## src/rtl/vra_pkg.sv

```systemverilog
// ----------------------------------------------------------------------------
// vra_pkg
// Constants, stage positions, data types and tables of the vector rotation.
// ----------------------------------------------------------------------------
package vra_pkg;

    localparam int COORD_WIDTH     = 32;
    localparam int ROTATION_STAGES = 24;

    localparam int FIELD_W = 32;
    localparam int TOL_W   = 16;
    localparam int IN_W    = 7 * FIELD_W;
    localparam int OUT_W   = 3 * FIELD_W;

    // Pipeline stage positions, counted in registers after the accepting edge.
    localparam int SQ_CELLS  = 32;
    localparam int DIV_CELLS = 31;
    localparam int ROT_LAT   = 2;
    localparam int T_SQ_IN   = 2;
    localparam int T_ERR     = T_SQ_IN + 1;
    localparam int T_SQ_OUT  = T_SQ_IN + SQ_CELLS;
    localparam int T_DIV_SET = T_SQ_OUT + 1;
    localparam int T_DIV_OUT = T_DIV_SET + DIV_CELLS;
    localparam int T_RATIO   = T_DIV_OUT + 1;
    localparam int T_CD_IN   = T_DIV_OUT - ROTATION_STAGES;
    localparam int T_LAST    = T_RATIO + 5 * ROT_LAT;

    localparam logic signed [31:0] Q30_ONE  = 32'sh4000_0000;
    localparam logic signed [33:0] CORDIC_K = 34'sd652032874;
    localparam logic signed [63:0] ROUND_HALF = 64'sd536870912;
    localparam logic signed [63:0] COMP_LIM  = 64'sd4294967295;
    localparam logic signed [63:0] COMP_NLIM = -COMP_LIM;
    localparam logic signed [63:0] SAT_HI =
        (64'sd1 <<< (COORD_WIDTH - 1)) - 64'sd1;
    localparam logic signed [63:0] SAT_LO = -SAT_HI - 64'sd1;

    typedef logic signed [32:0] comp_t;
    typedef logic signed [31:0] trig_t;

    typedef struct packed {
        comp_t x;
        comp_t y;
        comp_t z;
    } vec3_t;

    typedef struct packed {
        logic [63:0] v;
        logic [34:0] rem;
        logic [31:0] root;
    } sq_t;

    typedef struct packed {
        logic [33:0] r;
        logic [31:0] den;
        logic [30:0] q;
        logic        ovf;
    } dv_t;

    typedef struct packed {
        logic signed [33:0] x;
        logic signed [33:0] y;
        logic signed [33:0] z;
        logic               flip;
    } cd_t;

    // arctan(2^-i) in binary-angle units
    function automatic logic [31:0] atan_entry(input logic [4:0] idx);
        logic [31:0] a;
        case (idx)
            5'd0: a = 32'd536870912;
            5'd1: a = 32'd316933406;
            5'd2: a = 32'd167458907;
            5'd3: a = 32'd85004756;
            5'd4: a = 32'd42667331;
            5'd5: a = 32'd21354465;
            5'd6: a = 32'd10679838;
            5'd7: a = 32'd5340245;
            5'd8: a = 32'd2670163;
            5'd9: a = 32'd1335087;
            5'd10: a = 32'd667544;
            5'd11: a = 32'd333772;
            5'd12: a = 32'd166886;
            5'd13: a = 32'd83443;
            5'd14: a = 32'd41721;
            5'd15: a = 32'd20860;
            5'd16: a = 32'd10430;
            5'd17: a = 32'd5215;
            5'd18: a = 32'd2607;
            5'd19: a = 32'd1303;
            5'd20: a = 32'd651;
            5'd21: a = 32'd325;
            5'd22: a = 32'd162;
            5'd23: a = 32'd81;
            5'd24: a = 32'd40;
            5'd25: a = 32'd20;
            5'd26: a = 32'd10;
            5'd27: a = 32'd5;
            5'd28: a = 32'd2;
            5'd29: a = 32'd1;
            default: a = 32'd0;
        endcase
        return a;
    endfunction

endpackage

```

## src/rtl/vra_sqrt_cell.sv

```systemverilog
// ----------------------------------------------------------------------------
// vra_sqrt_cell
// One digit step of the integer square root: two radicand bits in, one root bit out.
// ----------------------------------------------------------------------------
module vra_sqrt_cell import vra_pkg::*; (
    input  logic aclk,
    input  logic en,
    input  sq_t  d_in,
    output sq_t  d_out
);

    sq_t         d_reg;
    sq_t         d_next;
    logic [34:0] rem2;
    logic [34:0] trial;
    logic        ge;

    always_comb begin
        rem2        = {d_in.rem[32:0], d_in.v[63:62]};
        trial       = {1'b0, d_in.root, 2'b01};
        ge          = (rem2 >= trial);
        d_next.v    = {d_in.v[61:0], 2'b00};
        d_next.rem  = ge ? (rem2 - trial) : rem2;
        d_next.root = {d_in.root[30:0], ge};
    end

    always_ff @(posedge aclk) begin
        if (en) begin
            d_reg <= d_next;
        end
    end

    assign d_out = d_reg;

endmodule

```

## config.mk

```make
export PLATFORM = sky130hd
export DESIGN_NAME = vra_sqrt_cell
export DESIGN_NICKNAME = d
export VERILOG_FILES = /design/src/rtl/vra_pkg.sv /design/src/rtl/vra_sqrt_cell.sv
export SDC_FILE = /design/constraint.sdc
export NUM_CORES = 1
export LEC_CHECK = 0
export ABC_CLOCK_PERIOD_IN_PS = 2300
export BUFFER_PORTS_ARGS = -buffer_cell sky130_fd_sc_hd__buf_2
export CORE_ASPECT_RATIO = 1.75
export CORE_MARGIN = 2
export CORE_UTILIZATION = 44
export DETAILED_ROUTE_END_ITERATION = 7
export PLACE_DENSITY = 0.77
export SLEW_MARGIN = 30
export SYNTH_ARGS = -nofsm -noshare
export SYNTH_HDL_FRONTEND = slang
export SYNTH_SLANG_ARGS = --single-unit
```

## constraint.sdc

```tcl
create_clock -name aclk -period 2.3 [get_ports aclk]
set_input_delay 0.23 -clock aclk [delete_from_list [all_inputs] [get_ports aclk]]
set_output_delay 0.23 -clock aclk [all_outputs]
set_load 0.01 [all_outputs]
```

**Word-level counts from Yosys, hierarchy flattened**

Index checks and enable logic that the tools add are counted.

- Flip-flop bits (word level): 129
- Input bits: 133

- Add/subtract/negate cells: 1
- $lt $le $gt $ge: 1
- Multiplexer cells: 1

Operator list:

| cell | count |
|---|---|
| greater-or-equal comparator 35 x 34 -> 1 bit | 1 |
| 2-to-1 mux 35 bit | 1 |
| subtractor 35 x 34 -> 35 bit | 1 |

**Logic depth before layout (Yosys ltp)**

- Depth after elaboration: 2
- Mapped depth: 13
- Mapped depth without buffers: 10

**Least setup slack after synthesis**

OpenSTA, ideal clock, no wires.

- Path type: input to register
- Start: input port d_in[5] (netlist name)
- End: register d_reg (netlist bit d_out[60]) (data pin)
- Setup time: 0.260 ns
- Arrival: 2.285 ns
- Required time: 2.040 ns
- Path slack: -0.245 ns
- Stages on the path: 10
- Path buffers: 0
- Cell sequence: inv_1 -> ha_1 -> a211oi_1 -> o21bai_1 -> nor4_2 -> o21ai_2 -> a211oi_1 -> o221ai_1 -> xnor2_1 -> mux2_2

RTL lines:

| what | line | RTL |
|---|---|---|
| start, declared | vra_sqrt_cell.sv:8 | `input sq_t d_in,` |
| end signal, assigned | vra_sqrt_cell.sv:29 | `d_reg <= d_next;` |
| end, declared | vra_sqrt_cell.sv:12 | `sq_t d_reg;` |

==> flow_summary_export.csv <==
group,metric,value,unit
worst_setup_path,crit_path_max_fanout,5,
grt,gr-usage-met2,52.4,%
die,core-area,14200,um^2
drt,ant_nets,0,
grt,grtUsageMet1,26.4,%
timing,fmax,0.411,GHz
grt,use_met3,10.5,%
drt,drcViolationCount,0,
drt,drtIter0Drc,317,
clock_network,cts_buffers,17,
power_and_ir_drop,p_total,7680,uW
clock_network,cts_tree,"built",
clock_network,clk_pin_slew,0.06,ns
clock_network,cts_buffer_depth,2,
timing,slew_violations,0,
worst_setup_path,slowest_delay,0.40,ns
drt,wire_per_inst,19.9,um
final_layout,nets,1142,
die,io_pins,264,
clock_network,root_buffer,"clkbuf_16",
timing,fin_crit,2.43,ns
timing,finalHoldViolCount,0,
status,violations,"setup timing",
worst_setup_path,cp-end-kind,"flop",
timing,worstMarginPinSlew,0.635,ns
die,die_width,94.6,um
timing,setup_slack,-0.133,ns
drt,vias_per_cell,5.23,
worst_hold_path,hold_path_depth,1,
grt,antenna_found_initial,2,
synth,synth_top_area_share,61.2,%
grt,grtUsageTotal,28.1,%
timing,grt_setup_unrepaired,"yes",
synth,postSynthAreaPerCell,12.7,um^2
worst_setup_path,crit_cells,12,
synth,synth.ff_latch_count,129,
timing,finalSetupViolations,32,
timing,slew_headroom,57.7,%
grt,grt_overflow_total,0,
final_layout,design_area,10800,um^2
final_layout,largest_register_ffs,129,
worst_setup_path,startpoint_type,"input pin",
place,gp_congestion,0.980,
worst_hold_path,min_path_type,"in2reg",
final_layout,seqCellArea,3870,um^2
status,outcome,"complete, but fails checks",
final_layout,num-fill-cells,902,
flow_run,cap_violations,0,
final_layout,drive_gt1_share,52.2,%
die,dieHeight,163,um
worst_setup_path,cp.arrival,2.60,ns
synth,synth.area.top_cells,"edfxtp_1 61%, ha_1 6.7%, a21oi_1 3.6%, xnor2_1 2.9%, inv_1 2.7%",
timing,fin_crit_sh,106,%
synth,async_flop_share,0,%
synth,synth_area,6330,um^2
synth,synth_edf_count,129,
worst_setup_path,crit_chain,"buf_2 -> inv_1 -> ha_1 -> buf_4 -> nor3_4 -> a311o_1 -> a211oi_4 -> o31ai_4 -> o21ai_4 -> buf_6 -> clkbuf_16 -> mux2_4",
die,fp.dieArea,15400,um^2
grt,grt_max_degree,61,
worst_setup_path,slowest_stage,"a311o_1",
worst_setup_path,cp_num_buf_inv,5,
final_layout,multi_input_area,2680,um^2
grt,grt_pass1_vias,6346,
worst_setup_path,required,2.46,ns
worst_setup_path,path_delay_family,"compound AO/OA/AOI/OAI gates",
worst_setup_path,criticalPathCategory,"in2reg",
final_layout,syn2layout_area_growth,71.5,%
die,core.rowCount,58,
power_and_ir_drop,powerDensity,708,nW/um^2
synth,synth_cells,499,
place,io_buffers,259,
synth,ys_seq_area_share,61.2,%
synth,synthFlopType,"edfxtp_1",
place,postPlaceCellArea,8850,um^2
grt,busiest_layer,"met2",
power_and_ir_drop,max-vdd-ir-drop,0.501,mV
drt,dr_total_vias,6116,
die,start_util,44.5,%
grt,grt_pass1_wl,32200,um
clock_network,cts_htree_levels,4,
synth,yosys_warnings,0,
power_and_ir_drop,power_leakage,0.00482,uW
drt,first_pass_iters,5,
synth,ys_types,60,
place,dp_hpwl,15600,um
drt,wl,23200,um
synth,synth_top_cell_by_area,"edfxtp_1",
clock_network,cts_sinks,129,
[power breakdown]
group | internal (uW) | total, uW | switching, uW
registers | 2880 | 2950 | 68.4
logic | 1010 | 2000 | 988
clock network | 1610 | 2730 | 1120
total | 5500 | 7680 | 2180
[cells in the mapped netlist, types with 6 or more instances]
library cell / count
mux2_2: 6
xor2_1: 10
edfxtp_1: 129
inv_1: 46
nor2_1: 45
nor3_1: 10
a21o_1: 8
ha_1: 34
nand2_1: 20
a21oi_1: 46
xnor2_1: 21
nand4_1: 9
o21ai_0: 20
[layer usage]
layer  vias up  share of wire (%)
li1       2808                  -
met1      2925                 33
met2       313                 53
met3        70                9.4
met4         0                4.3
met5         -                  0
[worst paths after layout]
kind / from / endpoint / slack (ns)
max: d_in[3] / d_out[46] / -0.13
min: d_in[26] / d_out[27] / 0.007
[per-stage QoR]
| step | cells | worst slack (ns) | hold WS [ns] | setup TNS [ns] | utilization (%) |
|---|---|---|---|---|---|
| after global routing | 1169 | -0.215 | 0.000920 | -5.23 | 76.3 |
| after global placement | 1040 | -0.582 | 0.406 | -15.18 | 62.2 |
| after floorplan | 500 | -0.0501 | 0.329 | -0.382 | - |
| after CTS | 1155 | -0.0541 | 0.000449 | -0.267 | 73.3 |
| final | 1169 | -0.133 | 0.00667 | -1.95 | 76.3 |
| after detailed placement | 1040 | -0.593 | 0.408 | -16.08 | 62.2 |
[cell type report]
| cell class | count | area share, % |
|---|---|---|
| clock inverter | 14 | 1.43 |
| multi-input combinational | 312 | 24.7 |
| tap | 180 | 2.08 |
| clock buffer | 17 | 3.92 |
| timing repair buffer | 469 | 30.4 |
| inverter | 46 | 1.75 |
| sequential | 129 | 35.7 |
| antenna | 2 | 0.0461 |
[cell families after synthesis]
kind of cell / after synthesis / share of synthesized area [%]
AOI/OAI and AO/OA: 121 / 12.8
buffers and inverters: 59 / 4.13
other: 1 / 0.0593
and+or+nand+nor: 110 / 8.29
muxes: 14 / 2.49
xor gates and xnor gates: 31 / 4.29
DFF: 129 / 61.2
adders and majority gates: 34 / 6.72
[cells in the final DEF (no fill, tap or decap), drive strengths merged, types with 3 or more instances in the layout]
master	count
edfxtp	129
a21oi	50
a31oi	3
inv	51
nor2b	4
buf	391
o211ai	6
nor3	10
dlygate4sd3	77
a211oi	4
xor2	10
clkbuf	18
o21bai	3
and3	5
o21ai	22
nand4	9
clkinv	5
o21a	3
mux2	11
a21o	8
mux2i	3
nor4	4
o31a	3
xnor2	21
ha	34
nand2	20
nor2	45
or3	4
a311oi	3
[what timing repair did]
action,in CTS,in global routing
hold endpoints to repair,75,2
gates resized for setup,41,70
pin swaps,8,21
gates cloned,1,1
endpoints found under the setup margin,22,35
buffers inserted,8,10
hold buffers,75,2
(Power assumes the default switching activity.)
