**config.mk**
```make
export PLATFORM = sky130hd
export DESIGN_NAME = vra_cordic_cell
export DESIGN_NICKNAME = d
export VERILOG_FILES = /design/src/rtl/vra_pkg.sv /design/src/rtl/vra_cordic_cell.sv
export SDC_FILE = /design/constraint.sdc
export NUM_CORES = 1
export LEC_CHECK = 0
export BUFFER_PORTS_ARGS = -buffer_cell sky130_fd_sc_hd__buf_2
export CORE_MARGIN = 2
export CORE_UTILIZATION = 40
export DETAILED_ROUTE_END_ITERATION = 6
export PLACE_DENSITY = 0.57
export SLEW_MARGIN = 40
export SYNTH_ARGS = -nofsm -noshare
export SYNTH_HDL_FRONTEND = slang
export SYNTH_SLANG_ARGS = --single-unit
```
**constraint.sdc**
```tcl
create_clock -name aclk -period 11.1 [get_ports aclk]
set_input_delay 2.775 -clock aclk [delete_from_list [all_inputs] [get_ports aclk]]
set_output_delay 2.775 -clock aclk [all_outputs]
set_load 0.005 [all_outputs]
```
**src/rtl/vra_pkg.sv**
```systemverilog
// ----------------------------------------------------------------------------
// vra_pkg
// Constants, stage positions, data types and tables of the vector rotation.
// ----------------------------------------------------------------------------
package vra_pkg;

    localparam int COORD_WIDTH     = 32;
    localparam int ROTATION_STAGES = 24;

    localparam int FIELD_W = 32;
    localparam int TOL_W   = 16;
    localparam int IN_W    = 7 * FIELD_W;
    localparam int OUT_W   = 3 * FIELD_W;

    // Pipeline stage positions, counted in registers after the accepting edge.
    localparam int SQ_CELLS  = 32;
    localparam int DIV_CELLS = 31;
    localparam int ROT_LAT   = 2;
    localparam int T_SQ_IN   = 2;
    localparam int T_ERR     = T_SQ_IN + 1;
    localparam int T_SQ_OUT  = T_SQ_IN + SQ_CELLS;
    localparam int T_DIV_SET = T_SQ_OUT + 1;
    localparam int T_DIV_OUT = T_DIV_SET + DIV_CELLS;
    localparam int T_RATIO   = T_DIV_OUT + 1;
    localparam int T_CD_IN   = T_DIV_OUT - ROTATION_STAGES;
    localparam int T_LAST    = T_RATIO + 5 * ROT_LAT;

    localparam logic signed [31:0] Q30_ONE  = 32'sh4000_0000;
    localparam logic signed [33:0] CORDIC_K = 34'sd652032874;
    localparam logic signed [63:0] ROUND_HALF = 64'sd536870912;
    localparam logic signed [63:0] COMP_LIM  = 64'sd4294967295;
    localparam logic signed [63:0] COMP_NLIM = -COMP_LIM;
    localparam logic signed [63:0] SAT_HI =
        (64'sd1 <<< (COORD_WIDTH - 1)) - 64'sd1;
    localparam logic signed [63:0] SAT_LO = -SAT_HI - 64'sd1;

    typedef logic signed [32:0] comp_t;
    typedef logic signed [31:0] trig_t;

    typedef struct packed {
        comp_t x;
        comp_t y;
        comp_t z;
    } vec3_t;

    typedef struct packed {
        logic [63:0] v;
        logic [34:0] rem;
        logic [31:0] root;
    } sq_t;

    typedef struct packed {
        logic [33:0] r;
        logic [31:0] den;
        logic [30:0] q;
        logic        ovf;
    } dv_t;

    typedef struct packed {
        logic signed [33:0] x;
        logic signed [33:0] y;
        logic signed [33:0] z;
        logic               flip;
    } cd_t;

    // arctan(2^-i) in binary-angle units
    function automatic logic [31:0] atan_entry(input logic [4:0] idx);
        logic [31:0] a;
        case (idx)
            5'd0: a = 32'd536870912;
            5'd1: a = 32'd316933406;
            5'd2: a = 32'd167458907;
            5'd3: a = 32'd85004756;
            5'd4: a = 32'd42667331;
            5'd5: a = 32'd21354465;
            5'd6: a = 32'd10679838;
            5'd7: a = 32'd5340245;
            5'd8: a = 32'd2670163;
            5'd9: a = 32'd1335087;
            5'd10: a = 32'd667544;
            5'd11: a = 32'd333772;
            5'd12: a = 32'd166886;
            5'd13: a = 32'd83443;
            5'd14: a = 32'd41721;
            5'd15: a = 32'd20860;
            5'd16: a = 32'd10430;
            5'd17: a = 32'd5215;
            5'd18: a = 32'd2607;
            5'd19: a = 32'd1303;
            5'd20: a = 32'd651;
            5'd21: a = 32'd325;
            5'd22: a = 32'd162;
            5'd23: a = 32'd81;
            5'd24: a = 32'd40;
            5'd25: a = 32'd20;
            5'd26: a = 32'd10;
            5'd27: a = 32'd5;
            5'd28: a = 32'd2;
            5'd29: a = 32'd1;
            default: a = 32'd0;
        endcase
        return a;
    endfunction

endpackage

```
**src/rtl/vra_cordic_cell.sv**
```systemverilog
// ----------------------------------------------------------------------------
// vra_cordic_cell
// One CORDIC micro-rotation in rotation mode; the stage index is tied at the instance.
// ----------------------------------------------------------------------------
module vra_cordic_cell import vra_pkg::*; (
    input  logic       aclk,
    input  logic       en,
    input  logic [4:0] stage_idx,
    input  cd_t        d_in,
    output cd_t        d_out
);

    cd_t                d_reg;
    cd_t                d_next;
    logic signed [33:0] dx;
    logic signed [33:0] dy;
    logic signed [33:0] at;

    always_comb begin
        dx = d_in.y >>> stage_idx;
        dy = d_in.x >>> stage_idx;
        at = signed'({2'b00, atan_entry(stage_idx)});
        d_next.flip = d_in.flip;
        if (!d_in.z[33]) begin
            d_next.x = d_in.x - dx;
            d_next.y = d_in.y + dy;
            d_next.z = d_in.z - at;
        end else begin
            d_next.x = d_in.x + dx;
            d_next.y = d_in.y - dy;
            d_next.z = d_in.z + at;
        end
    end

    always_ff @(posedge aclk) begin
        if (en) begin
            d_reg <= d_next;
        end
    end

    assign d_out = d_reg;

endmodule

```
After elaboration in Yosys (flattened, before gate mapping)
Memory sizes are Yosys's and may differ from the RTL's. Index checks and enable logic that the tools add are counted.

Output and inout bits: 103. ROM bits: 960. Input bits: 110. Logic and storage cells: 14. Memories kept: 1. Bits in registers: 103.

Memory list: (name not given) (words 32, width 30, rd ports 1, clocked after Yosys merged registers in 0, wr ports 0, line vra_pkg.sv:69) `case (idx)`.

Shifts and indexed selects: 2. Mux-type cells: 1. Add/subtract/negate cells: 6.

Operator list (number): $mux W102 (1); $add A34 B34 Y34 (2); $sshr A34 B5 Y34 (2); $sub A34 B34 Y34 (2); $add A34 B33 Y34 (1); $sub A34 B33 Y34 (1).

Depth between registers and ports, before layout
Gate-level depths: netlist of the first run.

Depth in word-level cells: 3. Mapped depth: 31. Mapped depth without buffers: 24.

Least setup slack after synthesis of the first run
No wires, ideal clock.

Path kind: input to register. From: in stage_idx[1]. To: reg d_reg, in the netlist d_out[33] (data pin). Buffers on the path: 6. Data required time: 10.842 ns. Data arrival time: 8.071 ns. Setup time: 0.258 ns. Cell stages on the path: 28. Setup slack: 2.772 ns. Cells stage by stage: buf_2 > inv_1 > buf_1 > clkbuf_1 > buf_2 > ha_1 > clkbuf_1 > nand2_1 > o21ai_0 > o21ai_0 > nor3_1 > o21a_1 > nand2_1 > or4_1 > and2_1 > clkbuf_1 > xor2_1 > ha_1 > a21o_1 > a21o_1 > a21o_1 > a21o_1 > a21oi_1 > nand2_1 > a31oi_1 > o31ai_1 > a21oi_1 > xnor2_1.

RTL lines: start, declared (line vra_cordic_cell.sv:8) `input logic [4:0] stage_idx,`; end signal, assigned (line vra_cordic_cell.sv:37) `d_reg <= d_next;`; end, declared (line vra_cordic_cell.sv:13) `cd_t d_reg;`.

==> results of run 1 <==
==> cells by family (layout without fill, tap and decap cells) <==
family	Yosys count	count (layout)	share of synthesized area, %
compound gates	563	563	24.2
simple gates	478	478	15.1
xor+xnor	177	177	9.90
mux	164	164	17.1
buf+inv	143	300	4.94
fa+ha+maj	111	111	9.02
flops	103	103	19.8
other cells	0	2	0
==> cell type report <==
type,instances,share of cell area (%)
flip-flops and latches,103,17.9
diodes,2,0.0290
clock inverters,4,0.131
well taps,518,3.76
clock buffers,12,1.37
repair buffers,239,7.40
multi-input cells,1493,68.4
inverters,45,0.979
==> stage by stage <==
step | hold slack (ps) | std cells | worst slack, ps | total power, mW
floorplan | 2870 | 1739 | 2770 | 1.43
global placement | 2960 | 2397 | 1680 | 1.81
detailed placement | 2960 | 2398 | 1460 | 1.81
CTS | 2520 | 2414 | 1870 | 2.14
global route | 2540 | 2416 | 1560 | 2.27
finish | 2550 | 2416 | 1890 | 2.13
==> routing by layer <==
metal / vias to the layer above / wire (µm) / track usage, % / part of all wire, %
met5: - / 0 / 0 / 0
met4: 0 / 2820 / 14.6 / 4.9
met3: 134 / 4720 / 5.72 / 8.2
met2: 714 / 25700 / 43.1 / 45
met1: 7259 / 24100 / 35.6 / 42
li1: 7015 / - / - / -
==> Yosys cell counts, drive strengths merged, types with 51 or more instances <==
library cell | instances | share of area (%)
mux2 | 51 | 3.7
ha | 108 | 8.6
mux4 | 74 | 11
nor2 | 133 | 3.2
edfxtp | 103 | 20
a21o | 57 | 2.7
a21oi | 158 | 5.1
nand2 | 132 | 3.2
o21ai | 91 | 2.9
xnor2 | 105 | 5.9
buf | 60 | 2.9
xor2 | 72 | 4.0
==> layout by cell type, fill, tap and decap left out, types with 57 or more instances in the layout <==
cell,Yosys,layout
edfxtp_1,103,103
xor2_1,72,72
nor2_1,132,130
a21oi_1,158,158
a21o_1,57,57
nand2_1,132,132
ha_1,108,108
mux4_2,62,62
o21ai_0,91,91
buf_2,18,208
xnor2_1,105,105
==> final timing paths <==
| check | from | end | cells past startpoint |
|---|---|---|---|
| hold / removal | d_in[0] | d_out[0] | 1 |
| setup / recovery | stage_idx[1] | d_out[101] | 21 |
==> power by group through the flow <==
stage	Combinational [mW]	Clock (mW)	Sequential, mW
6_report	1.21	0.309	0.607
2_1_floorplan	0.804	0	0.631
3_3_place_gp	1.19	0	0.616
5_1_grt	1.32	0.331	0.620
3_5_place_dp	1.19	0	0.616
4_1_cts	1.20	0.322	0.609
==> worst max-delay path, cell delays in order <==
cell	delay [ps]
buf_4	550
buf_4	550
mux4_2	430
a32oi_1	230
o211ai_1	150
a221oi_2	440
nand4_1	190
nor4_1	430
and2_1	420
a21oi_1	140
xor2_1	180
ha_1	400
nand4_1	120
or2_2	320
o21ai_0	510
o21a_1	210
nor4_1	60
o41a_1	520
o21ai_0	260
a21oi_1	140
o311ai_0	330
==> run_results.csv, run 1 <==
group,metric,value,unit
status,status,"completed",
routing,routed_wl,57300,µm
routing,vias_per_cell,6.26,
clock_network,htreeDepth,3,
pwr,p_comb_share,57.0,%
placed_design,routabilityCongestion,1.04,
layout,area.growth.synth_to_final,10.2,%
critical_path,required,11300,ps
layout,multiInputGateArea,11800,µm²
clock_network,cts_buffer_depth,2,
die,die_y,202,µm
routing,initialDrtViolationCount,1695,
grt,grt_use_total,27.5,%
clock_network,clock-root-buffer,"clkbuf_16",
synthesis,syn_nets,1960,
timing,tightest_slew,896,ps
synthesis,synth-edff-count,103,
routing,wl_per_cell,23.7,µm
layout,fin_util,44.6,%
synthesis,ys_seq_elements,103,
layout,stdcell_area,17300,µm²
die,rows,72,
clock_network,cts_tree,"done",
layout,seqCellArea,3090,µm²
die,coreArea,38600,µm²
pwr,swShare,41.5,%
routing,drc,0,
min_path,hold_class,"primary input to flop",
layout,largest_reg_flops,103,
timing,tns,0,ps
grt,grt_pass1_vias,14216,
pwr,ir_drop,0.0000906,V
synthesis,synth_flop_cell,"edfxtp_1",
placed_design,placed_area,17000,µm²
clock_network,cts.sinks,103,
flow_run,maxCapViolCount,0,
synthesis,netlist_area,15700,µm²
critical_path,critPathCaptureType,"flop",
grt,grt_start_max_net_pins,86,
timing,slew_headroom,40.0,%
die,io_pins,213,
timing,slew_viol_final,0,
clock_network,cts_setup_buffers,0,
timing,fmax,109,MHz
layout,fin_nets,2112,
layout,fillCellCount,3832,
synthesis,avgSynthCellArea,9.00,µm²
pwr,clockPowerShare,14.5,%
timing,period_needed,9210,ps
die,floorplan.initialDensity,40.5,%
routing,via_count,15122,
critical_path,worstSetupStartpointType,"primary input",
critical_path,cp_max_fo,62,
synthesis,yosysWarnings,0,
timing,finalSetupViolations,0,
die,dieArea,40700,µm²
routing,ant_nets,0,
placed_design,portBuffers,212,
clock_network,hold_buffers,0,
synthesis,synth_sequential_area_ratio,19.8,%
grt,grt-ovfl-total,0,
layout,final_layout_size_suffix_gt1_share,21.4,%
routing,dr.pass1.iters,6,
grt,antenna_found_initial,2,
synthesis,synthCells,1739,
pwr,power.density,123,nW/µm²
clock_network,post_cts_resized,0,
synthesis,synthArstFlopShare,0,%
synthesis,ys_types,93,
critical_path,critPathArrivalTime,9410,ps
pwr,intPower,1.25,mW
clock_network,clkTransAtPathRegs,70,ps
clock_network,cts_made_buffers,9,
critical_path,crit_type,"primary input to flop",
pwr,p_leak,7.09,nW
placed_design,dpl.hpwl,44700,µm
grt,grt_pass1_wl,85200,µm
timing,period_share,83.0,%
timing,hold_violations,0,
die,fp.dieW,202,µm
timing,rsz0062_at_grt,"no",
pwr,p_seq_share,28.5,%
pwr,netSwitchingPower,0.883,mW
Note: power is estimated with default switching activity, not from simulation.
==> inputs of run 2 (changes only) <==
- clock period: 11.1 -> 9.05 ns (I/O delays scaled with it)
==> run 2 against run 1 <==
Effect of this change:
- die area is the same
- critical endpoint unchanged
- critical path type unchanged
- sequential cell count is the same
- final area grew 1.7%
==> run_results.csv, run 2 (synthesized netlist as in run 1, its figures left out) <==
group,metric,value,unit
timing,finalSetupViolations,0,
clock_network,hold_buffers,0,
layout,seqCellArea,3090,µm²
clock_network,htreeDepth,3,
layout,fin_util,45.4,%
clock_network,cts_made_buffers,9,
routing,ant_nets,0,
clock_network,cts.sinks,103,
placed_design,place_inst,2428,
placed_design,routabilityCongestion,1.02,
pwr,p_comb_share,57.1,%
clock_network,cts_tree,"done",
pwr,clockPowerShare,15.0,%
grt,grt_use_total,28.9,%
routing,highest_layer,"met5",
pwr,netSwitchingPower,1.11,mW
clock_network,clkTransAtPathRegs,70,ps
critical_path,slowest_stage,"mux4_1",
pwr,p_seq_share,27.8,%
clock_network,post_cts_resized,0,
timing,fmax,122,MHz
critical_path,path_delay_family,"compound AO/OA/AOI/OAI gates",
clock_network,cts_setup_buffers,0,
layout,final_cell_mix,"209 x buf_2, 158 x a21oi_1, 132 x nand2_1",
critical_path,critPathArrivalTime,8420,ps
status,status,"completed",
critical_path,cp_max_fo,55,
routing,initialDrtViolationCount,1511,
layout,multiInputGateArea,11800,µm²
grt,grt-ovfl-total,0,
critical_path,crit_cells,22,
placed_design,placed_area,17300,µm²
clock_network,clock-root-buffer,"clkbuf_16",
critical_path,path_buf_inv,1,
pwr,ir_drop,0.000103,V
routing,via_count,15277,
critical_path,crit_type,"primary input to flop",
critical_path,worstSetupStartpointType,"primary input",
routing,routed_wl,59900,µm
timing,tightest_slew,889,ps
routing,dr.pass1.iters,6,
critical_path,critPathCaptureType,"flop",
routing,wl_per_cell,24.5,µm
layout,area.growth.synth_to_final,12.1,%
placed_design,portBuffers,212,
layout,fin_nets,2142,
die,rows,72,
layout,final_layout_size_suffix_gt1_share,22.8,%
timing,rsz0062_at_grt,"no",
layout,instances_no_fill,2442,
pwr,fin_total_pwr,2.68,mW
pwr,p_leak,7.26,nW
die,coreArea,38600,µm²
routing,vias_per_cell,6.26,
pwr,intPower,1.57,mW
grt,grt_start_max_net_pins,62,
placed_design,preCtsSetupSlack,435,ps
layout,final_common_cell,"buf_2",
grt,grt_pass1_vias,14718,
layout,stdcell_area,17500,µm²
timing,hold_violations,0,
critical_path,max_stage_delay,660,ps
timing,period_needed,8230,ps
timing,hold_ws,2040,ps
critical_path,required,9240,ps
routing,drc,0,
grt,antenna_found_initial,1,
layout,fillCellCount,3788,
layout,diodes,0,
timing,period_share,90.9,%
pwr,swShare,41.4,%
die,dieArea,40700,µm²
flow_run,maxCapViolCount,0,
routing,dr_wl_met3,3740,µm
layout,largest_reg_flops,103,
die,die_y,202,µm
pwr,power.density,153,nW/µm²
critical_path,path_cells,"buf_6 -> mux4_1 -> mux2_2 -> nor2_1 -> or3_1 -> o21a_1 -> ha_1 -> nand4_1 -> nor4_1 -> and2_1 -> a21oi_1 -> xor2_1 -> ha_1 -> nand4_1 -> or2_2 -> o21ai_0 -> o21a_1 -> nor4_1 -> o41a_1 -> o21ai_0 -> a21oi_1 -> o311ai_0",
die,fp.dieW,202,µm
min_path,whs_path_depth,1,
placed_design,dpl.hpwl,47700,µm
min_path,hold_class,"primary input to flop",
routing,wl_met1,26400,µm
timing,finalWorstSetupSlack,821,ps
die,floorplan.initialDensity,40.5,%
timing,slew_headroom,40.6,%
timing,tns,0,ps
routing,wl_met2,27300,µm
grt,grt_pass1_wl,89900,µm
die,io_pins,213,
timing,slew_viol_final,0,
clock_network,cts_buffer_depth,2,
## run 2: cell count changes in the layout (fill, tap and decap cells not counted), sizes merged
cell,previous run,this run
clkbuf,13,10
clkinv,5,3
diode,2,0
bufinv,0,1
inv,44,45
buf,238,269
## run 2: layout make-up
type                    count  share of cell area [%]
repair buffers            269                    8.77
flip-flops and latches    103                    17.6
clock inverters             4                   0.271
multi-input cells        1493                    67.4
well taps                 518                    3.69
clock buffers              10                    1.31
inverters                  45                   0.963
## run 2: worst paths after layout
kind / end / from
max: d_out[101] / stage_idx[0]
min: d_out[0] / d_in[0]
## run 2: power by group through the flow
| stage | clock, mW | combinational, mW | sequential, mW |
|---|---|---|---|
| final | 0.402 | 1.53 | 0.745 |
| after global routing | 0.433 | 1.67 | 0.758 |
| after CTS | 0.421 | 1.52 | 0.748 |
| after detailed placement | 0 | 1.51 | 0.755 |
| after global placement | 0 | 1.51 | 0.755 |
| after floorplan | 0 | 0.986 | 0.774 |
## run 2: metal layers
| metal | vias up | global-route usage (%) |
|---|---|---|
| li1 | 7074 | - |
| met1 | 7448 | 39.3 |
| met2 | 636 | 45.7 |
| met3 | 117 | 4.43 |
| met4 | 2 | 12.8 |
| met5 | - | 0 |
