$ cat config.mk
export PLATFORM = sky130hd
export DESIGN_NAME = vra_div_cell
export DESIGN_NICKNAME = d
export VERILOG_FILES = /design/src/rtl/vra_pkg.sv /design/src/rtl/vra_div_cell.sv
export SDC_FILE = /design/constraint.sdc
export NUM_CORES = 1
export LEC_CHECK = 0
export ABC_AREA = 1
export BUFFER_PORTS_ARGS = -buffer_cell sky130_fd_sc_hd__buf_2
export CAP_MARGIN = 20
export CORE_ASPECT_RATIO = 0.7
export CORE_MARGIN = 2
export CORE_UTILIZATION = 30
export DETAILED_ROUTE_END_ITERATION = 10
export GPL_TIMING_DRIVEN = 0
export HOLD_SLACK_MARGIN = 0.12
export PLACE_DENSITY_LB_ADDON = 0.1
export SLEW_MARGIN = 15
export SYNTH_ARGS = -nofsm -noshare
export SYNTH_HDL_FRONTEND = slang
export SYNTH_SLANG_ARGS = --single-unit
$ cat constraint.sdc
create_clock -name aclk -period 3.43 [get_ports aclk]
set_input_delay 0.686 -clock aclk [delete_from_list [all_inputs] [get_ports aclk]]
set_output_delay 0.686 -clock aclk [all_outputs]
set_load 0.01 [all_outputs]
$ cat src/rtl/vra_pkg.sv
// ----------------------------------------------------------------------------
// vra_pkg
// Constants, stage positions, data types and tables of the vector rotation.
// ----------------------------------------------------------------------------
package vra_pkg;

    localparam int COORD_WIDTH     = 32;
    localparam int ROTATION_STAGES = 24;

    localparam int FIELD_W = 32;
    localparam int TOL_W   = 16;
    localparam int IN_W    = 7 * FIELD_W;
    localparam int OUT_W   = 3 * FIELD_W;

    // Pipeline stage positions, counted in registers after the accepting edge.
    localparam int SQ_CELLS  = 32;
    localparam int DIV_CELLS = 31;
    localparam int ROT_LAT   = 2;
    localparam int T_SQ_IN   = 2;
    localparam int T_ERR     = T_SQ_IN + 1;
    localparam int T_SQ_OUT  = T_SQ_IN + SQ_CELLS;
    localparam int T_DIV_SET = T_SQ_OUT + 1;
    localparam int T_DIV_OUT = T_DIV_SET + DIV_CELLS;
    localparam int T_RATIO   = T_DIV_OUT + 1;
    localparam int T_CD_IN   = T_DIV_OUT - ROTATION_STAGES;
    localparam int T_LAST    = T_RATIO + 5 * ROT_LAT;

    localparam logic signed [31:0] Q30_ONE  = 32'sh4000_0000;
    localparam logic signed [33:0] CORDIC_K = 34'sd652032874;
    localparam logic signed [63:0] ROUND_HALF = 64'sd536870912;
    localparam logic signed [63:0] COMP_LIM  = 64'sd4294967295;
    localparam logic signed [63:0] COMP_NLIM = -COMP_LIM;
    localparam logic signed [63:0] SAT_HI =
        (64'sd1 <<< (COORD_WIDTH - 1)) - 64'sd1;
    localparam logic signed [63:0] SAT_LO = -SAT_HI - 64'sd1;

    typedef logic signed [32:0] comp_t;
    typedef logic signed [31:0] trig_t;

    typedef struct packed {
        comp_t x;
        comp_t y;
        comp_t z;
    } vec3_t;

    typedef struct packed {
        logic [63:0] v;
        logic [34:0] rem;
        logic [31:0] root;
    } sq_t;

    typedef struct packed {
        logic [33:0] r;
        logic [31:0] den;
        logic [30:0] q;
        logic        ovf;
    } dv_t;

    typedef struct packed {
        logic signed [33:0] x;
        logic signed [33:0] y;
        logic signed [33:0] z;
        logic               flip;
    } cd_t;

    // arctan(2^-i) in binary-angle units
    function automatic logic [31:0] atan_entry(input logic [4:0] idx);
        logic [31:0] a;
        case (idx)
            5'd0: a = 32'd536870912;
            5'd1: a = 32'd316933406;
            5'd2: a = 32'd167458907;
            5'd3: a = 32'd85004756;
            5'd4: a = 32'd42667331;
            5'd5: a = 32'd21354465;
            5'd6: a = 32'd10679838;
            5'd7: a = 32'd5340245;
            5'd8: a = 32'd2670163;
            5'd9: a = 32'd1335087;
            5'd10: a = 32'd667544;
            5'd11: a = 32'd333772;
            5'd12: a = 32'd166886;
            5'd13: a = 32'd83443;
            5'd14: a = 32'd41721;
            5'd15: a = 32'd20860;
            5'd16: a = 32'd10430;
            5'd17: a = 32'd5215;
            5'd18: a = 32'd2607;
            5'd19: a = 32'd1303;
            5'd20: a = 32'd651;
            5'd21: a = 32'd325;
            5'd22: a = 32'd162;
            5'd23: a = 32'd81;
            5'd24: a = 32'd40;
            5'd25: a = 32'd20;
            5'd26: a = 32'd10;
            5'd27: a = 32'd5;
            5'd28: a = 32'd2;
            5'd29: a = 32'd1;
            default: a = 32'd0;
        endcase
        return a;
    endfunction

endpackage

$ cat src/rtl/vra_div_cell.sv
// ----------------------------------------------------------------------------
// vra_div_cell
// One restoring division step, producing one quotient bit.
// ----------------------------------------------------------------------------
module vra_div_cell import vra_pkg::*; (
    input  logic aclk,
    input  logic en,
    input  dv_t  d_in,
    output dv_t  d_out
);

    dv_t         d_reg;
    dv_t         d_next;
    logic [33:0] diff;
    logic        ge;

    always_comb begin
        ge         = (d_in.r >= {2'b00, d_in.den});
        diff       = d_in.r - {2'b00, d_in.den};
        d_next.r   = ge ? {diff[32:0], 1'b0} : {d_in.r[32:0], 1'b0};
        d_next.den = d_in.den;
        d_next.q   = {d_in.q[29:0], ge};
        d_next.ovf = d_in.ovf;
    end

    always_ff @(posedge aclk) begin
        if (en) begin
            d_reg <= d_next;
        end
    end

    assign d_out = d_reg;

endmodule

Word-level counts from Yosys, hierarchy flattened
Cells that the tools add are included.
{"block": "totals", "regBits": 98, "inputBits": 100, "out_inout_bits": 98, "word_cells": 7}
{"block": "op_classes", "n_addsub": 1, "order_cmp": 1, "n_mux": 1}
{"op": "$ge 34x32->1", "count": 1}
{"op": "$mux 34", "count": 1}
{"op": "$sub 33x32->33", "count": 1}

Depth between registers and ports, before layout
Gate-level depths: netlist (run 1).
{"block": "depth", "depth_word": 2, "ltp_mapped": 16, "depth_no_buf": 16}

Least setup slack after synthesis (run 1)
OpenSTA, ideal clock, no wires.
{"block": "synth_timing", "path_kind": "input to register", "from": "input port d_in[64] in the netlist's numbering", "to": "register d_reg (netlist bit d_out[89]) (data pin)", "setup_time_ps": 253, "t_arrival_ps": 2141, "required_ps": 3177, "slack_ps": 1037, "cell_stages": 13, "n_path_buf": 1, "path_cell_list": "inv_1 ha_1 inv_1 fa_1 nand3_1 nand3_2 nand2_1 nand2_1 nand2_2 nand3_4 buf_6 nand2_1 nand2_1"}
{"element": "from (decl)", "line": "vra_div_cell.sv:8", "source": "input dv_t d_in,"}
{"element": "to (signal assigned)", "line": "vra_div_cell.sv:28", "source": "d_reg <= d_next;"}
{"element": "to (decl)", "line": "vra_div_cell.sv:12", "source": "dv_t d_reg;"}

==> flow_summary_export.csv, run 1 <==
group,metric,value,unit
outcome,status,"completed",
power,p_int,2.278,mW
synth,syn-num-nets,931,
power,p_leak,4.260,nW
timing,fin_crit,2.585,ns
clocking,ctsResizeCount,0,
placement,gp_congestion,0.8858,
setup_path,arrival,2.71,ns
floorplan,start_util,0.3096,
clocking,cts_root_buffer,"clkbuf_16",
synth,syn_area,0.006197,mm²
global_route,grt_pass1_vias,5291,
clocking,clockBufferDepth,2,
final_layout,drive_gt1_frac,0.2317,
power,switching_share,0.3198,
global_route,grt_pass1_wl,28.26,mm
final_layout,fin_util,0.3918,
placement,io_buffers,195,
setup_path,slowest_delay,0.45,ns
setup_path,path_max_fanout,4,
global_route,grt_max_degree,64,
clocking,cts_made_buffers,9,
detailed_routing,vias,5559,
clocking,post_cts_buffers,0,
floorplan,fp.dieH,124.3,µm
clocking,holdBufCountCts,0,
floorplan,coreArea,0.02001,mm²
synth,synth_seq_cells,97,
final_layout,largest_register_ffs,97,
timing,fin_crit_sh,0.7536,
floorplan,die_width,175.8,µm
final_layout,final_cell_mix,"nand2_1, buf_2, inv_1, edfxtp_1, nor2_1",
global_route,antenna_found_initial,0,
timing,fmax,386.9,MHz
detailed_routing,antenna_left,0,
hold_path,hp-class,"input port to flop",
setup_path,crit_family,"simple AND/OR/NAND/NOR gates",
synth,seq_area_frac_synth,0.4700,
detailed_routing,routedWlPerCell,13.92,µm
final_layout,num_antenna_cells,0,
timing,max_slew_margin,0.6417,
detailed_routing,wl,17.82,mm
setup_path,path_cells,"buf_2 -> inv_1 -> ha_1 -> inv_1 -> fa_1 -> nand3_1 -> nand3_1 -> nand2_1 -> nand2_1 -> nand2_1 -> nand2_1 -> nand2_1 -> nand2_1 -> nand2_1 -> nand2_1 -> nand2_1 -> inv_1",
timing,hold_slack,0.4939,ns
setup_path,crit_required,3.56,ns
final_layout,final_nets,1138,
power,power.ir.vdd_worst,0.1816,mV
detailed_routing,viasPerCell,4.343,
final_layout,multi_input_area,0.002567,mm²
timing,final_max_slew_viol_count,0,
clocking,clock-sinks,97,
synth,syn_avg_cell_area,7.766,µm²
placement,dp_hpwl,14.54,mm
setup_path,cp_slowest_cell,"fa_1",
final_layout,fillers,2174,
timing,rsz0062_at_grt,"no",
setup_path,path_class,"input port to flop",
global_route,grt_usage,0.1661,
timing,finalSetupViolCount,0,
detailed_routing,dr.pass1.iters,5,
clocking,tritoncts,"done",
setup_path,critPathBufInv,4,
setup_path,start_kind,"input port",
timing,worstMarginPinSlew,0.5374,ns
setup_path,path_common_cell,"nand2_1",
final_layout,area.sequential,0.002913,mm²
detailed_routing,drc_errors,0,
synth,syn_inst,798,
floorplan,ios,198,
power,switchingPower,1.071,mW
job,drv_cap,0,
power,seq_power_share,0.442,
synth,ys_types,29,
power,p_clk_frac,0.306,
timing,finalHoldViolCount,0,
floorplan,rows,43,
timing,tns,0,ns
synth,synth_warnings,0,
final_layout,area_growth,26.55,%
global_route,grt_remaining_overflow,0,
power,combPwrFrac,0.252,
final_layout,final_common_cell,"nand2_1",
floorplan,die_area,0.02184,mm²
clocking,path_clk_slew,0.08,ns
power,p_per_area,427.0,mW/mm²
detailed_routing,drt_iter0_markers,339,
clocking,htreeDepth,3,
setup_path,crit_path_end_kind,"flop",
cells by family after synthesis:
kind of cell | after synthesis | synth area share
compound gates | 23 | 0.01898
xor+xnor | 15 | 0.02120
fa+ha+maj | 33 | 0.06784
buf+inv | 181 | 0.1157
flops | 97 | 0.4700
other cells | 1 | 0.0006051
simple gates | 448 | 0.3057
metal layers:
layer,GRT usage,share of wire,vias up
met3,0.03968,0.077,12
li1,-,-,2908
met1,0.2617,0.53,2470
met2,0.2253,0.38,169
met5,0,0,-
met4,0.03646,0.0089,0
cells in the mapped netlist:
master | number | share of area
nor2_1 | 38 | 0.023
nand2_1 | 324 | 0.20
o21ai_1 | 1 | 0.00081
ha_1 | 32 | 0.065
a21oi_1 | 20 | 0.016
o21ai_0 | 1 | 0.00081
nor3_2 | 1 | 0.0016
and2_1 | 4 | 0.0040
buf_2 | 9 | 0.0073
nor2_4 | 1 | 0.0018
nand3_4 | 1 | 0.0028
nor3_1 | 6 | 0.0048
edfxtp_1 | 97 | 0.47
inv_1 | 167 | 0.10
buf_4 | 1 | 0.0012
or2_1 | 1 | 0.0010
nand3_2 | 1 | 0.0016
buf_6 | 3 | 0.0055
o21bai_1 | 1 | 0.0012
xor2_1 | 15 | 0.021
nand3b_1 | 2 | 0.0024
nor2_2 | 3 | 0.0030
nand3_1 | 29 | 0.023
nand4_1 | 35 | 0.035
conb_1 | 1 | 0.00061
clkbuf_1 | 1 | 0.00061
nand4_4 | 1 | 0.0034
fa_1 | 1 | 0.0032
nand2_2 | 1 | 0.0010
through the flow:
stage               power [mW]  instance area, µm²  instances  setup WS [ns]
floorplan                2.008                6197        798          1.037
global placement         2.353                7511       1263         0.4637
detailed placement       2.354                7545       1264         0.4816
CTS                      3.402                7843       1280         0.8737
global route             3.563                7843       1280         0.6557
finish                   3.349                7843       1280         0.8450
final timing paths:
check,from,to,slack [ns],cells past startpoint
setup / recovery,d_in[64],d_out[97]$_DFFE_PP_,0.85,17
hold / removal,d_in[29],d_out[30]$_DFFE_PP_,0.49,1
area by class of cell:
type	instances	area share
well taps	270	0.04308
repair buffers	196	0.1287
flip-flops and latches	97	0.3714
clock inverters	7	0.009253
multi-input cells	520	0.3274
inverters	167	0.07993
plain buffers	14	0.01149
clock buffers	9	0.02872
power by group through the flow:
stage	clock (mW)	sequential (mW)	combinational, mW
global placement	0	1.51	0.843
CTS	1.07	1.48	0.851
detailed placement	0	1.51	0.847
floorplan	0	1.59	0.422
global route	1.11	1.49	0.956
finish	1.02	1.48	0.844
Power figures use the tool's default switching activity.
==> inputs of run 2 (changes only) <==
==> constraint.sdc (replaced) <==
create_clock -name aclk -period 2.32 [get_ports aclk]
set_input_delay 0.464 -clock aclk [delete_from_list [all_inputs] [get_ports aclk]]
set_output_delay 0.464 -clock aclk [all_outputs]
set_load 0.01 [all_outputs]
==> run 2 against run 1 <==
Net effect:
- cell area rose by 0.91%
- flip-flop and latch count stayed put
- worst hold slack lost 0.22 ns
- cell count grew 0.31%
- clock power increased by 48%
- die area stayed put
- first-iteration DRC count down 7.7%
- setup slack lost 0.71 ns
- total power grew 48%
- count of clock-buffer cells in the layout stayed put
- non-clock buffer count is 4 higher
- combinational power increased by 50%
- critical endpoint is now d_out[74]$_DFFE_PP_
==> flow_summary_export.csv, run 2 (synthesized netlist as in run 1, its figures left out) <==
group,metric,value,unit
setup_path,path_max_fanout,10,
timing,finalSetupViolCount,0,
final_layout,drive_gt1_frac,0.2465,
setup_path,arrival,2.31,ns
final_layout,final_nets,1142,
timing,rsz0062_at_grt,"no",
final_layout,largest_register_ffs,97,
final_layout,final_common_cell,"nand2_1",
detailed_routing,drt_iter0_markers,313,
detailed_routing,antenna_left,0,
global_route,grt_usage,0.1661,
setup_path,crit_end,"d_out[74]$_DFFE_PP_",
floorplan,die_width,175.8,µm
setup_path,startpoint,"d_in[58]",
setup_path,crit_required,2.44,ns
clocking,clock-sinks,97,
setup_path,path_common_cell,"nand2_1",
clocking,clockBufferDepth,2,
power,power.ir.vdd_worst,0.2702,mV
detailed_routing,wl_met1,9.545,mm
detailed_routing,dr.pass1.iters,5,
timing,final_max_slew_viol_count,0,
final_layout,num_antenna_cells,0,
timing,fmax,457.1,MHz
clocking,cts_made_buffers,9,
detailed_routing,wl_met2,6.874,mm
final_layout,final_cell_mix,"nand2_1, buf_2, inv_1, edfxtp_1, nor2_1",
hold_path,min_from,"d_in[29]",
floorplan,start_util,0.3096,
setup_path,crit_path_end_kind,"flop",
setup_path,path_class,"input port to flop",
detailed_routing,vias,5608,
global_route,grt_pass1_wl,28.26,mm
placement,dp_hpwl,14.54,mm
hold_path,hp-class,"input port to flop",
global_route,grt_pass1_vias,5291,
clocking,tritoncts,"done",
timing,finalHoldViolCount,0,
power,p_leak,4.290,nW
placement,io_buffers,195,
outcome,status,"completed",
floorplan,rows,43,
detailed_routing,routedWlPerCell,13.94,µm
setup_path,path_cells,"buf_2 -> inv_1 -> ha_1 -> nand2_1 -> nor2_2 -> nand2_1 -> nor2_4 -> nand4_4 -> buf_2 -> nand4_1 -> nand2_1",
global_route,grt_remaining_overflow,0,
timing,tns,0,ns
global_route,antenna_found_initial,0,
final_layout,area_growth,27.70,%
hold_path,whs_path_depth,1,
power,p_per_area,628.0,mW/mm²
clocking,htreeDepth,3,
setup_path,start_kind,"input port",
detailed_routing,drc_errors,0,
setup_path,cp_slowest_cell,"ha_1",
setup_path,slowest_delay,0.38,ns
clocking,cts_root_buffer,"clkbuf_16",
timing,fin_crit,2.188,ns
clocking,holdBufCountCts,0,
detailed_routing,dr.max_layer_used,"met4",
floorplan,coreArea,0.02001,mm²
floorplan,fp.dieH,124.3,µm
detailed_routing,wl_met3,1.315,mm
floorplan,die_area,0.02184,mm²
detailed_routing,wl,17.90,mm
clocking,path_clk_slew,0.08,ns
job,drv_cap,0,
final_layout,fin_util,0.3954,
global_route,grt_max_degree,64,
final_layout,fillers,2176,
floorplan,ios,198,
placement,gp_congestion,0.8858,
timing,fin_crit_sh,0.9430,
detailed_routing,viasPerCell,4.368,
run 2: changes by cell type in the layout (fill, tap and decap cells not counted), sizes merged:
cell,delta
buf,+5
clkbuf,-1
run 2: critical path, delay by kind of cell:
family,cells,cell delay (ns)
buffers and inverters,3,0.39
and+or+nand+nor,7,1.07
adders and majority gates,1,0.38
run 2: worst min path at each step:
stage and end:
3_5_place_dp d_out[25]$_DFFE_PP_, 2_1_floorplan d_out[0]$_DFFE_PP_, 3_3_place_gp d_out[22]$_DFFE_PP_, 4_1_cts d_out[7]$_DFFE_PP_, 5_1_grt d_out[30]$_DFFE_PP_, 6_report d_out[30]$_DFFE_PP_
run 2: power breakdown:
| part | internal, mW | switching [mW] |
|---|---|---|
| Sequential | 2.15 | 0.0361 |
| Clock | 0.760 | 0.754 |
| Combinational | 0.465 | 0.801 |
| Total | 3.38 | 1.59 |
run 2: per-layer routing:
metal,up-vias,global-route usage
met5,-,0
met4,0,0.03646
met3,12,0.03968
met2,184,0.2253
met1,2495,0.2617
li1,2917,-
run 2: final cells by class:
class,instances,area (µm²),area share
Clock buffer,9,225.2,0.02846
Buffer,14,91.34,0.01154
Clock inverter,7,72.57,0.009170
Timing Repair Buffer,200,1040,0.1314
Multi-Input combinational cell,520,2608,0.3295
Sequential cell,97,2913,0.3681
Tap cell,270,337.8,0.04269
Inverter,167,626.9,0.07921
run 2: through the flow:
stage	cell area, µm²	worst slack [ns]	std cells	hold WS [ns]	power, mW
after floorplan	6197	0.1486	798	0.5629	2.969
after global placement	7511	-0.4243	1263	0.6405	3.478
after detailed placement	7545	-0.4064	1264	0.6421	3.480
after CTS	7845	0.02007	1280	0.2559	5.030
after global routing	7914	0.001692	1284	0.2489	5.286
final	7914	0.1322	1284	0.2709	4.970
run 2: repair_timing:
action                                  4_1_cts  5_1_grt
endpoints found under the setup margin        1       33
gates resized for setup                       1       15
setup buffers                                 0        4
pin swaps                                     0        2
==> inputs of run 3 (changes only) <==
--- a/config.mk
+++ b/config.mk
@@ -5,7 +5,7 @@
 export SDC_FILE = /design/constraint.sdc
 export NUM_CORES = 1
 export LEC_CHECK = 0
-export ABC_AREA = 1
+export ABC_AREA = 0
 export BUFFER_PORTS_ARGS = -buffer_cell sky130_fd_sc_hd__buf_2
 export CAP_MARGIN = 20
 export CORE_ASPECT_RATIO = 0.7
==> run 3 against run 2 <==
Net effect:
- the run now ends with negative setup slack left
- utilization up 4.0 points
- cell area is 9.3% lower
- cell count is 30% lower
- setup slack worse by 0.60 ns
- global-route usage is 0.94 points lower
- combinational power up 5%
- die area is 17% lower
- flip-flop and latch count stayed put
- clock power shrank 6%
- via count decreased by 26%
- wire length fell by 20%
- critical path type unchanged
- largest power group unchanged
==> flow_summary_export.csv, run 3 <==
group,metric,value,unit
outcome,status,"finished, violations left",
outcome,failed_checks,"negative setup slack",
setup_path,cp.depth,15,
final_layout,final_nets,802,
synth,syn-num-nets,578,
global_route,grt_usage,0.1566,
synth,yosys-top-cells-count,"edfxtp_1, a21oi_1, inv_1",
setup_path,crit_required,2.43,ns
floorplan,ios,198,
power,p_per_area,690.4,mW/mm²
final_layout,final_cell_mix,"buf_2, edfxtp_1, inv_1, a21oi_1, nand2_1",
global_route,use_met1,0.2362,
detailed_routing,routedWlPerCell,15.94,µm
global_route,grt_max_degree,57,
synth,syn_inst,445,
floorplan,die_width,160.1,µm
floorplan,die_area,0.01813,mm²
clocking,cts_root_buffer,"clkbuf_16",
synth,synthArstFlopShare,0,
setup_path,start_kind,"input port",
detailed_routing,antenna_left,0,
clocking,cts_made_buffers,9,
global_route,met2_usage,0.2185,
power,p_clk_frac,0.286,
global_route,met3_usage,0.04179,
synth,synth_largest_area_cell,"edfxtp_1",
final_layout,largest_register_ffs,97,
global_route,grt_remaining_overflow,0,
clocking,tritoncts,"done",
clocking,clock-sinks,97,
global_route,antenna_found_initial,0,
synth,synth_seq_cells,97,
detailed_routing,viasPerCell,4.641,
final_layout,area_growth,40.36,%
timing,finalHoldViolCount,0,
final_layout,stdcell_area,0.007179,mm²
power,combPwrFrac,0.268,
power,switching_share,0.2925,
detailed_routing,wl,14.31,mm
synth,yosysMostFrequentCell,"edfxtp_1",
timing,final_max_slew_viol_count,0,
setup_path,crit_family,"compound AO/OA/AOI/OAI gates",
placement,gp_congestion,0.7973,
global_route,grt_pass1_vias,4013,
timing,hold_slack,0.2805,ns
timing,fin_crit,2.783,ns
hold_path,whs_path_depth,1,
timing,fmax,359.3,MHz
timing,finalSetupViolCount,34,
placement,place_area,0.006505,mm²
setup_path,critPathBufInv,4,
setup_path,path_class,"input port to flop",
setup_path,slowest_delay,0.34,ns
synth,synth_edf_count,97,
synth,synth-compound-area-share,0.1539,
synth,yosys-top-cells-area,"edfxtp_1, ha_1, a21oi_1, inv_1, xnor2_1",
synth,synth_warnings,0,
placement,dp_hpwl,10.93,mm
setup_path,arrival,2.89,ns
power,p_leak,3.143,nW
final_layout,final_common_cell,"buf_2",
power,switchingPower,1.450,mW
job,drv_cap,0,
final_layout,fillers,1661,
synth,synthSimpleGateAreaFrac,0.1008,
setup_path,crit_path_end_kind,"flop",
synth,syn_avg_cell_area,11.49,µm²
timing,worstMarginPinSlew,0.5938,ns
global_route,grt_pass1_wl,21.76,mm
clocking,clockBufferDepth,2,
floorplan,fp.dieH,113.2,µm
timing,finalWorstSetupSlack,-0.4633,ns
detailed_routing,vias,4168,
timing,fin_crit_sh,1.200,
timing,rsz0062_at_grt,"yes",
setup_path,path_common_cell,"a21o_1",
placement,place_ws,-1.185,ns
final_layout,num_antenna_cells,0,
detailed_routing,drc_errors,0,
hold_path,hp-class,"input port to flop",
synth,synth_xor_area_frac,0.04623,
clocking,path_clk_slew,0.07,ns
clocking,htreeDepth,3,
synth,ys_types,55,
floorplan,coreArea,0.01649,mm²
synth,synthAdderAreaFrac,0.08219,
global_route,grt.busiest_layer,"met1",
setup_path,cp_slowest_cell,"fa_2",
synth,syn_area,0.005115,mm²
power,power.ir.vdd_worst,0.3277,mV
power,p_int,3.507,mW
synth,synthMuxAreaShare,0.004403,
detailed_routing,drt_iter0_markers,152,
synth,synthFlopType,"edfxtp_1",
synth,yosys.area.top_type_share,0.5695,
power,seq_power_share,0.446,
final_layout,drive_gt1_frac,0.4294,
synth,synth_top_family_by_area,"compound AO/OA/AOI/OAI gates",
synth,seq_area_frac_synth,0.5695,
floorplan,start_util,0.3101,
setup_path,path_cells,"buf_12 -> inv_12 -> ha_4 -> inv_2 -> fa_2 -> a211oi_2 -> o211a_1 -> nor2_4 -> a21o_1 -> a311o_1 -> buf_4 -> a21o_1 -> a21oi_2 -> xnor2_1 -> mux2_4",
floorplan,rows,39,
detailed_routing,dr.pass1.iters,4,
placement,io_buffers,195,
setup_path,path_max_fanout,4,
timing,max_slew_margin,0.6041,
run 3: cell types whose count changed in the layout (fill, tap and decap cells not counted), moves of 9 or more:
cell     delta
xnor2_1    +18
a21o_1      +9
nand3_1    -20
a21oi_2    +10
nand4_1    -30
a21oi_1    +20
inv_1     -127
buf_4      +15
buf_2      -11
nand2_1   -284
run 3: final timing paths:
kind | startpoint | slack [ns] | to
setup / recovery | d_in[64] | -0.46 | d_out[87]$_DFFE_PP_
hold / removal | d_in[24] | 0.28 | d_out[25]$_DFFE_PP_
run 3: cell type report:
| class | instances | area [µm²] | area share |
|---|---|---|---|
| inverter | 43 | 176.4 | 0.02457 |
| tap | 225 | 281.5 | 0.03921 |
| buffer | 8 | 125.1 | 0.01743 |
| sequential | 97 | 2913 | 0.4057 |
| multi-input combinational | 293 | 2186 | 0.3045 |
| clock inverter | 6 | 51.30 | 0.007145 |
| clock buffer | 9 | 225.2 | 0.03137 |
| timing repair buffer | 217 | 1221 | 0.1701 |
run 3: logic make-up (layout without fill, tap and decap cells):
group                      Yosys count  count (layout)
xor gates and xnor gates            27              27
adders and majority gates           33              33
buffers and inverters               55             283
other                                1               1
and+or+nand+nor                    113             113
AOI/OAI and AO/OA                  117             117
muxes                                2               2
DFF                                 97              97
run 3: repair_timing:
action	in CTS	in global routing
pin swaps	18	8
endpoints found under the setup margin	34	34
hold buffers	0	0
gates cloned	1	0
buffers inserted	15	5
resized for setup	32	21
run 3: power by group through the flow:
| stage | logic, mW | registers [mW] | clock network, mW |
|---|---|---|---|
| after floorplan | 0.580 | 2.37 | 0 |
| after global placement | 1.18 | 2.25 | 0 |
| after global routing | 1.46 | 2.23 | 1.53 |
| final | 1.33 | 2.21 | 1.42 |
| after CTS | 1.31 | 2.21 | 1.48 |
| after detailed placement | 1.18 | 2.25 | 0 |
run 3: routing by layer:
layer,share of wire,up-vias
met5,0,-
met4,0.011,0
met3,0.062,13
met2,0.40,137
met1,0.52,1951
li1,-,2067
run 3: through the flow:
stage | std cells | util | setup TNS (ns) | power [mW]
finish | 898 | 0.4353 | -12.62 | 4.957
global route | 898 | 0.4353 | -16.88 | 5.227
CTS | 897 | 0.4298 | -13.15 | 5.004
detailed placement | 866 | 0.3944 | -34.83 | 3.435
global placement | 865 | 0.3926 | -55.58 | 3.429
floorplan | 445 | - | -9.443 | 2.945
